$ cat src/rtl/core/red_queue_admission_macros.svh
// assertion macros for the red queue admission block
`ifndef RED_QUEUE_ADMISSION_MACROS_SVH
`define RED_QUEUE_ADMISSION_MACROS_SVH

`ifndef NO_ASSERTIONS
// same-cycle implication, disabled in reset
`define RQA_ASSERT_IMP(label, clk, rst_n, ante, cons) \
    label: assert property (@(posedge clk) disable iff (!rst_n) (ante) |-> (cons)) \
        else $error("rqa assertion failed");
// next-cycle implication, disabled in reset
`define RQA_ASSERT_NEXT(label, clk, rst_n, ante, cons) \
    label: assert property (@(posedge clk) disable iff (!rst_n) (ante) |=> (cons)) \
        else $error("rqa assertion failed");
`else
`define RQA_ASSERT_IMP(label, clk, rst_n, ante, cons)
`define RQA_ASSERT_NEXT(label, clk, rst_n, ante, cons)
`endif

`endif

$ cat src/rtl/core/rqa_pkg.sv
// shared types and constants for the red queue admission block
package rqa_pkg;

    localparam int TIME_BITS = 48;
    localparam int MUL_AW    = 48;
    localparam int MUL_BW    = 24;
    localparam int DIV_W     = 64;

    localparam logic [16:0] ONE_Q16 = 17'h10000;
    localparam logic [17:0] TWO_Q16 = 18'h20000;
    localparam logic [39:0] DT_CAP  = 40'h80_0000_0000;

    // register indexes
    localparam logic [2:0] CFG_BIT_RATE  = 3'd0;
    localparam logic [2:0] CFG_MIN_TH    = 3'd1;
    localparam logic [2:0] CFG_MAX_TH    = 3'd2;
    localparam logic [2:0] CFG_CAP_TH    = 3'd3;
    localparam logic [2:0] CFG_MAX_PROB  = 3'd4;
    localparam logic [2:0] CFG_WEIGHT    = 3'd5;
    localparam logic [2:0] CFG_MEAN      = 3'd6;
    localparam logic [2:0] CFG_WAIT      = 3'd7;

    // register defaults
    localparam logic [23:0] RST_BIT_RATE = 24'd65536;
    localparam logic [16:0] RST_MIN_TH   = 17'd3277;
    localparam logic [16:0] RST_MAX_TH   = 17'd32768;
    localparam logic [16:0] RST_CAP_TH   = 17'd65536;
    localparam logic [16:0] RST_MAX_PROB = 17'd6554;
    localparam logic [15:0] RST_WEIGHT   = 16'd131;
    localparam logic [15:0] RST_MEAN     = 16'd500;

    typedef enum logic [1:0] {
        OC_DROP_RED = 2'd0,
        OC_DROP_EXT = 2'd1,
        OC_ENQ      = 2'd2,
        OC_ENQ_MARK = 2'd3
    } t_outcome;

    typedef struct packed {
        logic [15:0]          packet_bytes;
        logic [TIME_BITS-1:0] arrival_time;
        logic [15:0]          red_random;
        logic [15:0]          extra_random;
        logic [16:0]          extra_drop_prob;
        logic                 no_drop;
    } t_in_item;

    typedef struct packed {
        t_outcome             outcome;
        logic [19:0]          queue_level;
        logic [19:0]          average_level;
        logic [16:0]          loss_now;
        logic [TIME_BITS-1:0] drain_time;
    } t_out_item;

    // sequencer steps
    typedef enum logic [4:0] {
        ST_PREP, ST_DRAIN, ST_IDLEB, ST_IDLEM, ST_POWI, ST_POWR, ST_POWB,
        ST_AVGM, ST_AVGW, ST_LOSS, ST_L1M, ST_L1D, ST_L2M, ST_L2D,
        ST_CNT, ST_PM, ST_CORR, ST_CDIV, ST_SCHK, ST_SMUL, ST_SDIV,
        ST_DEC, ST_EDIV, ST_DONE
    } t_step;

    typedef enum logic [1:0] {
        LB_SET,
        LB_LIN1,
        LB_LIN2
    } t_lbr;

    typedef enum logic [1:0] {
        CS_IDLE,
        CS_ISSUE,
        CS_WAIT
    } t_cstate;

    typedef struct packed {
        t_step step;
        logic  load;
        logic  start_mul;
        logic  start_div;
        logic  capture;
        logic  out_load;
    } t_dp_cmd;

    typedef struct packed {
        logic mul_done;
        logic div_done;
        logic exp_cur_zero;
        logic exp_cur_bit;
        logic exp_next_zero;
        logic exp_next_bit;
        t_lbr lbr;
        logic corr_div;
        logic loss_lt_one;
        logic enq;
    } t_dp_status;

endpackage

$ cat src/rtl/core/rqa_ctrl.sv
// sequencer that steps the datapath through one packet
module rqa_ctrl (
    input  logic                i_clk,
    input  logic                i_rst_n,
    input  logic                i_in_valid,
    output logic                o_in_stall,
    input  logic                i_out_stall,
    output logic                o_out_valid,
    input  rqa_pkg::t_dp_status i_status,
    output rqa_pkg::t_dp_cmd    o_cmd
);
    import rqa_pkg::*;

    typedef enum logic [1:0] {
        K_ALU,
        K_MUL,
        K_DIV
    } t_kind;

    t_cstate r_state, n_state;
    t_step   r_step, n_step;
    logic    r_out_valid, n_out_valid;
    t_step   w_next;
    t_kind   w_kind;

    function automatic t_kind step_kind(input t_step s);
        t_kind k;
        case (s)
            ST_DRAIN, ST_IDLEB, ST_POWR, ST_POWB, ST_AVGM, ST_AVGW,
            ST_L1M, ST_L2M, ST_PM, ST_SMUL: k = K_MUL;
            ST_IDLEM, ST_L1D, ST_L2D, ST_CNT, ST_CDIV, ST_SDIV, ST_EDIV: k = K_DIV;
            default: k = K_ALU;
        endcase
        return k;
    endfunction

    function automatic t_step step_next(input t_step s, input t_dp_status st);
        t_step n;
        case (s)
            ST_PREP:  n = ST_DRAIN;
            ST_DRAIN: n = ST_IDLEB;
            ST_IDLEB: n = ST_IDLEM;
            ST_IDLEM: n = ST_POWI;
            ST_POWI:  n = st.exp_cur_zero ? ST_AVGM : (st.exp_cur_bit ? ST_POWR : ST_POWB);
            ST_POWR:  n = st.exp_next_zero ? ST_AVGM : ST_POWB;
            ST_POWB:  n = st.exp_next_zero ? ST_AVGM : (st.exp_next_bit ? ST_POWR : ST_POWB);
            ST_AVGM:  n = ST_AVGW;
            ST_AVGW:  n = ST_LOSS;
            ST_LOSS: begin
                case (st.lbr)
                    LB_LIN1: n = ST_L1M;
                    LB_LIN2: n = ST_L2M;
                    default: n = ST_CNT;
                endcase
            end
            ST_L1M:   n = ST_L1D;
            ST_L1D:   n = ST_CNT;
            ST_L2M:   n = ST_L2D;
            ST_L2D:   n = ST_CNT;
            ST_CNT:   n = ST_PM;
            ST_PM:    n = ST_CORR;
            ST_CORR:  n = st.corr_div ? ST_CDIV : ST_SCHK;
            ST_CDIV:  n = ST_SCHK;
            ST_SCHK:  n = st.loss_lt_one ? ST_SMUL : ST_DEC;
            ST_SMUL:  n = ST_SDIV;
            ST_SDIV:  n = ST_DEC;
            ST_DEC:   n = st.enq ? ST_EDIV : ST_DONE;
            ST_EDIV:  n = ST_DONE;
            default:  n = ST_DONE;
        endcase
        return n;
    endfunction

    assign w_kind = step_kind(r_step);
    assign w_next = step_next(r_step, i_status);

    // state registers
    always_ff @(posedge i_clk) begin
        if (!i_rst_n) begin
            r_state     <= CS_IDLE;
            r_step      <= ST_DONE;
            r_out_valid <= 1'b0;
        end else begin
            r_state     <= n_state;
            r_step      <= n_step;
            r_out_valid <= n_out_valid;
        end
    end

    // next state and commands
    always_comb begin
        n_state         = r_state;
        n_step          = r_step;
        n_out_valid     = r_out_valid && i_out_stall;
        o_cmd           = '0;
        o_cmd.step      = r_step;
        o_in_stall      = 1'b1;
        case (r_state)
            CS_IDLE: begin
                o_in_stall = 1'b0;
                if (i_in_valid) begin
                    o_cmd.load = 1'b1;
                    n_step     = ST_PREP;
                    n_state    = CS_ISSUE;
                end
            end
            CS_ISSUE: begin
                if (r_step == ST_DONE) begin
                    if (!r_out_valid || !i_out_stall) begin
                        o_cmd.out_load = 1'b1;
                        n_out_valid    = 1'b1;
                        n_state        = CS_IDLE;
                    end
                end else begin
                    case (w_kind)
                        K_MUL: begin
                            o_cmd.start_mul = 1'b1;
                            n_state         = CS_WAIT;
                        end
                        K_DIV: begin
                            o_cmd.start_div = 1'b1;
                            n_state         = CS_WAIT;
                        end
                        default: begin
                            o_cmd.capture = 1'b1;
                            n_step        = w_next;
                        end
                    endcase
                end
            end
            CS_WAIT: begin
                if ((w_kind == K_MUL && i_status.mul_done) ||
                    (w_kind == K_DIV && i_status.div_done)) begin
                    o_cmd.capture = 1'b1;
                    n_step        = w_next;
                    n_state       = CS_ISSUE;
                end
            end
            default: n_state = CS_IDLE;
        endcase
    end

    assign o_out_valid = r_out_valid;
endmodule

$ cat config.mk
export PLATFORM = sky130hd
export DESIGN_NAME = rqa_ctrl
export DESIGN_NICKNAME = d
export VERILOG_FILES = /design/src/rtl/core/red_queue_admission_macros.svh /design/src/rtl/core/rqa_pkg.sv /design/src/rtl/core/rqa_ctrl.sv
export SDC_FILE = /design/constraint.sdc
export NUM_CORES = 1
export LEC_CHECK = 0
export BUFFER_PORTS_ARGS = -buffer_cell sky130_fd_sc_hd__buf_2
export CORE_MARGIN = 2
export CORE_UTILIZATION = 50
export DETAILED_ROUTE_END_ITERATION = 6
export PLACE_DENSITY = 0.82
export SKIP_LAST_GASP = 1
export SLEW_MARGIN = 30
export SYNTH_ARGS = -nofsm -noshare
export SYNTH_HDL_FRONTEND = slang
export SYNTH_SLANG_ARGS = --single-unit
$ cat constraint.sdc
create_clock -name i_clk -period 3.7 [get_ports i_clk]
set_clock_uncertainty 0.1 [all_clocks]
set_input_delay 0.185 -clock i_clk [delete_from_list [all_inputs] [get_ports i_clk]]
set_output_delay 0.185 -clock i_clk [all_outputs]
set_load 0.05 [all_outputs]
Word level (Yosys, flattened, before mapping)

Memories as Yosys holds them, arrays and structs flattened. A register that Yosys moved wholly into a read port is not among the register bits.
Index checks and enable logic that the tools add are counted.

Flip-flop bits (word level): 8
Memories kept: 1
Bits in read-only memories: 64
Logic and storage cells: 91
Output and inout bits: 12

Eq/ne operators: 34
Mux-type cells: 39
Reductions and logical operators: 14

Memory list:

| name             | words | bits a word | rd ports | clocked after Yosys merged registers in | write ports | line           | text |
|---|---|---|---|---|---|---|---|
| (name not given) | 32    | 2           | 1        | 1                                       | 0           | rqa_ctrl.sv:28 | `case (s)` |

Operators with widths:

| operator           | number |
|---|---|
| $pmux 5 s21        | 1 |
| $eq 5x4->1 const B | 8 |
| $eq 5x5->1 const B | 7 |
| $mux 5             | 6 |
| $mux 2             | 11 |
| $eq 5x3->1 const B | 4 |
| $mux 1             | 15 |
| $pmux 5 s3         | 1 |
| $eq 5x2->1 const B | 2 |
| $ne 2x2->1 const B | 4 |
| $eq 2x1->1 const B | 3 |
| $eq 2x2->1 const B | 3 |
| $mux 3             | 2 |
| $ne 3x3->1 const B | 2 |
| $pmux 2 s3         | 1 |
| $pmux 3 s2         | 1 |
| $eq 5x1->1 const B | 1 |
| $logic_not 5->1    | 1 |
| $reduce_and 5->1   | 1 |
| $reduce_and 4->1   | 1 |
| $reduce_or 2->1    | 2 |
| $logic_and 1x1->1  | 3 |
| $reduce_bool 3->1  | 1 |
| $logic_not 1->1    | 2 |
| 3 further kinds    | 4 |

Depth between registers and ports, before layout

Depth in word-level cells: 8
Mapped depth: 13

Least setup slack after synthesis

OpenSTA, ideal clock, no wires.

Path kind: flip-flop to flip-flop
From: register r_step[3]
To: register w_kind[0] (netlist name)
Setup slack: 1003 ps
Data required time: 3470 ps
Arrival: 2468 ps
Cell stages (with the launch flop): 11
Buffers on the path: 0
Path through: dfxtp_1 and4bb_4 a221oi_2 mux2i_1 o311a_1 a21oi_2 nand2_1 inv_1 ha_1 o2111ai_1 o211ai_1

Cells in the longest elaborated chain, start to end: 8

Ends and longest elaborated chain:

| element                                | line            | text |
|---|---|---|
| from (decl)                            | rqa_ctrl.sv:21  | `t_step r_step, n_step;` |
| from (signal assigned)                 | rqa_ctrl.sv:85  | `r_step <= n_step;` |
| $eq 5x4->1                             | rqa_ctrl.sv:39  | `case (s)` |
| $reduce_or 2->1 (no source line)       | -               |  |
| $pmux 5 s21                            | rqa_ctrl.sv:39  |  |
| $mux 5                                 | rqa_ctrl.sv:115 | `case (w_kind)` |
| $mux 5                                 | rqa_ctrl.sv:108 | `if (r_step == ST_DONE) begin` |
| $pmux 5 s3                             | rqa_ctrl.sv:98  | `case (r_state)` |
| $mux 5 (no source line) * (2 in a row) | -               |  |

Every way passes the cells marked *; elsewhere a longest branch is shown, timed or not. The select of a mux whose other input is x is not followed.
A chain may end at the register's enable or synchronous reset.

Final worst setup path

From: register r_state[0]
To: register w_kind[0] (netlist name)

Cells in the longest elaborated chain, start to end: 5

Ends and longest elaborated chain:

| element                                                          | line           | text |
|---|---|---|
| from (decl)                                                      | rqa_ctrl.sv:20 | `t_cstate r_state, n_state;` |
| from (signal assigned)                                           | rqa_ctrl.sv:84 | `r_state <= n_state;` |
| $eq 2x1->1, or another cell as far along                         | rqa_ctrl.sv:98 |  |
| $ne 2x2->1 (no source line) or $reduce_bool 3->1 (tied branches) | -              |  |
| $reduce_and 5->1 (no source line)                                | -              |  |
| $mux 5 (no source line) * (2 in a row)                           | -              |  |

Every way passes the cells marked *; elsewhere a longest branch is shown, timed or not.

==> run metrics <==
Die ar. 2560 µm²; DP HPWL 1930 µm; vias in the first global route 1004; ANT cells 0; CTS tree built; largest family of logic cells by synthesized area simple AND/OR/NAND/NOR gates; Non-Filler Instances 190; Post-synth EDFFs 0; core box area 2000 µm²; Post-DRT Antenna Nets 0; Primary FF master, synth dfxtp_1; final setup vio count 0; # IOs 27; unrepaired setup endpoints after global routing no; Leak 0.598 nW; Worst Hold Endpoint r_step[0]; compound-gate portion of the synthesized area 0.261; final hold vios 0; total track usage 0.209; Layout area overhead 13.6%; TNS Setup 0 ns; post-synthesis xor/xnor area fraction 0; WL final 2450 µm; DR WL/cell 12.9 µm; via count of the routed design 1054; Final Max Slew Viols 0; Warnings, synthesis 0; Fill cells 188; share of cells above drive strength 1 0.258; DRC 0; FP Rows 16; routability cong. 0.859; WHS Path Cells 2; Worst EP arrival 3.00 ns; Num CTS Buffers 3; Post-synth top cells 15 x nand2_1, 12 x inv_1, 12 x nor2_1, 10 x dfxtp_1, 10 x ha_1; via/cell ratio 5.55; Yosys cell types 44; initial antenna violation count 0; largest net degree at the start of global routing 18; FFs w/ async S/R, synth 0; placed cell count 186; cell taking the most area after synthesis dfxtp_1; worst r2r dst w_kind[0]; Die Height 50.6 µm; Worst-Skew Late Latency 0.27 ns; Max Buffers Root-to-Sink 2; Post-Synth Simple-Gate Area 0.303; area share of the largest cell type after synthesis 0.185; Syn Area/Cell 7.80 µm²; post-CTS setup buffer count 0; WS Path Type reg2reg; H-Tree Depth 1; Post-Synth Adder-Cell Area 0.115; Synth area leaders dfxtp_1 18%, ha_1 12%, nand2_1 5.2%, nor2b_1 5.2%, mux2i_1 4.6%; slew of the pin with the lowest slew margin 0.525 ns; r2r setup slk 0.79 ns; Seq cells post-synth 10; DRT iter0 DRCs 32; die width 50.6 µm; max-cap violations 0; slew margin rel. 0.647; RR Startpoint r_state[0]; post-CTS sizing 0; Cells after Synth 139; CP Launch Type flip-flop; clock sink total 10; first drt pass iteration count 6; Critical Path RT 3.80 ns; post-synth net total 164; crit share post-route 0.786; critical path fanouts, max 6; first-pass GRT wire length 4170 µm; GR Overflow Total 0; Hold Startpoint i_rst_n; kind of end point of the critical path flip-flop; IO buf count 26; Layout Nets 189; most common cell in the netlist nand2_1; Hold Crit Class in2reg; crit path launch r_state[0]; sequential fraction of the synthesis area 0.185; post-synthesis mux area share 0.0461; # hold bufs at CTS 0; Mapped Area 1080 µm²; Worst IR Drop VDD 0.000479 V; Final min period 2.91 ns; status completed; total power 1.19 mW; Root Buffer clkbuf_4; Worst-path clk slew 0.07 ns; FF-to-FF path depth 13; Fmax 344 MHz; Initial Utilization 0.542; PwrDens 965 nW/µm²
==> where the power goes <==
group          switching (mW)  internal (mW)
Sequential             0.0927          0.150
Clock                  0.0388         0.0598
Combinational           0.529          0.318
==> placed cells by master, fill, tap and decap left out, drive strengths merged, types with 2 or more instances in the layout <==
cell,synthesis,final
and2b,2,2
dfxtp,10,10
mux2i,5,5
a31oi,4,4
nor2,12,12
and2,5,5
o22ai,2,2
o21ai,5,5
inv,12,12
buf,5,26
nand2,15,15
and3,4,4
clkbuf,1,4
nor2b,9,9
o31ai,2,2
a21oi,9,9
a221oi,2,2
ha,10,10
nand3,5,5
==> worst max-delay path by stage <==
stage                 to  slack (ns)
3_3_place_gp   w_kind[0]        0.96
2_1_floorplan  w_kind[0]        1.00
4_1_cts        w_kind[0]        0.79
3_5_place_dp   w_kind[0]        0.80
6_report       w_kind[0]        0.79
5_1_grt        w_kind[0]        0.50
==> sequential cells by signal, summed over array words and instances (netlist names) <==
| signal | count |
|---|---|
| r_state | 2 |
| w_kind | 2 |
| r_step | 5 |
| o_out_valid | 1 |
==> per-stage QoR <==
| stage | utilization | area (µm²) | setup WS (ns) | hold slack (ns) |
|---|---|---|---|---|
| 2_1_floorplan | - | 1080 | 1.00 | 0.189 |
| 3_3_place_gp | 0.598 | 1200 | 0.956 | 0.357 |
| 3_5_place_dp | 0.598 | 1200 | 0.795 | 0.363 |
| 4_1_cts | 0.616 | 1230 | 0.788 | 0.0868 |
| 5_1_grt | 0.616 | 1230 | 0.498 | 0.0982 |
| 6_report | 0.616 | 1230 | 0.793 | 0.0909 |
==> final cells by class <==
type | instances | area [µm²] | share of cell area
inverters | 12 | 45.0 | 0.0365
well taps | 27 | 33.8 | 0.0274
repair buffers | 26 | 130 | 0.106
clock buffers | 4 | 36.3 | 0.0294
flip-flops and latches | 10 | 200 | 0.162
multi-input cells | 111 | 787 | 0.639
==> per-layer routing <==
layer  global-route usage  routed length (µm)  share of wire  vias up
li1                     -                   -              -      543
met1                0.239                1120           0.46      485
met2                0.384                1210           0.50       20
met3               0.0357                  85          0.035        6
met4               0.0766                  31          0.013        0
met5                    0                   0              0        -
==> cell families (layout without fill, tap and decap cells) <==
family	Yosys count	count (layout)
simple gates	60	60
flops	10	10
mux	5	5
compound gates	36	36
fa+ha+maj	10	10
buf+inv	18	42
==> worst max-delay path: stages, from the launching register on <==
cell	delay [ns]
dfxtp_1	0.41
inv_1	0.09
ha_1	0.23
nor2b_1	0.18
a2111oi_4	0.40
and2_1	0.24
o311a_1	0.19
a21oi_2	0.05
nand2_1	0.14
inv_1	0.06
ha_1	0.33
mux2i_1	0.17
o2111ai_1	0.12
o211ai_1	0.11
(Power assumes the default switching activity.)
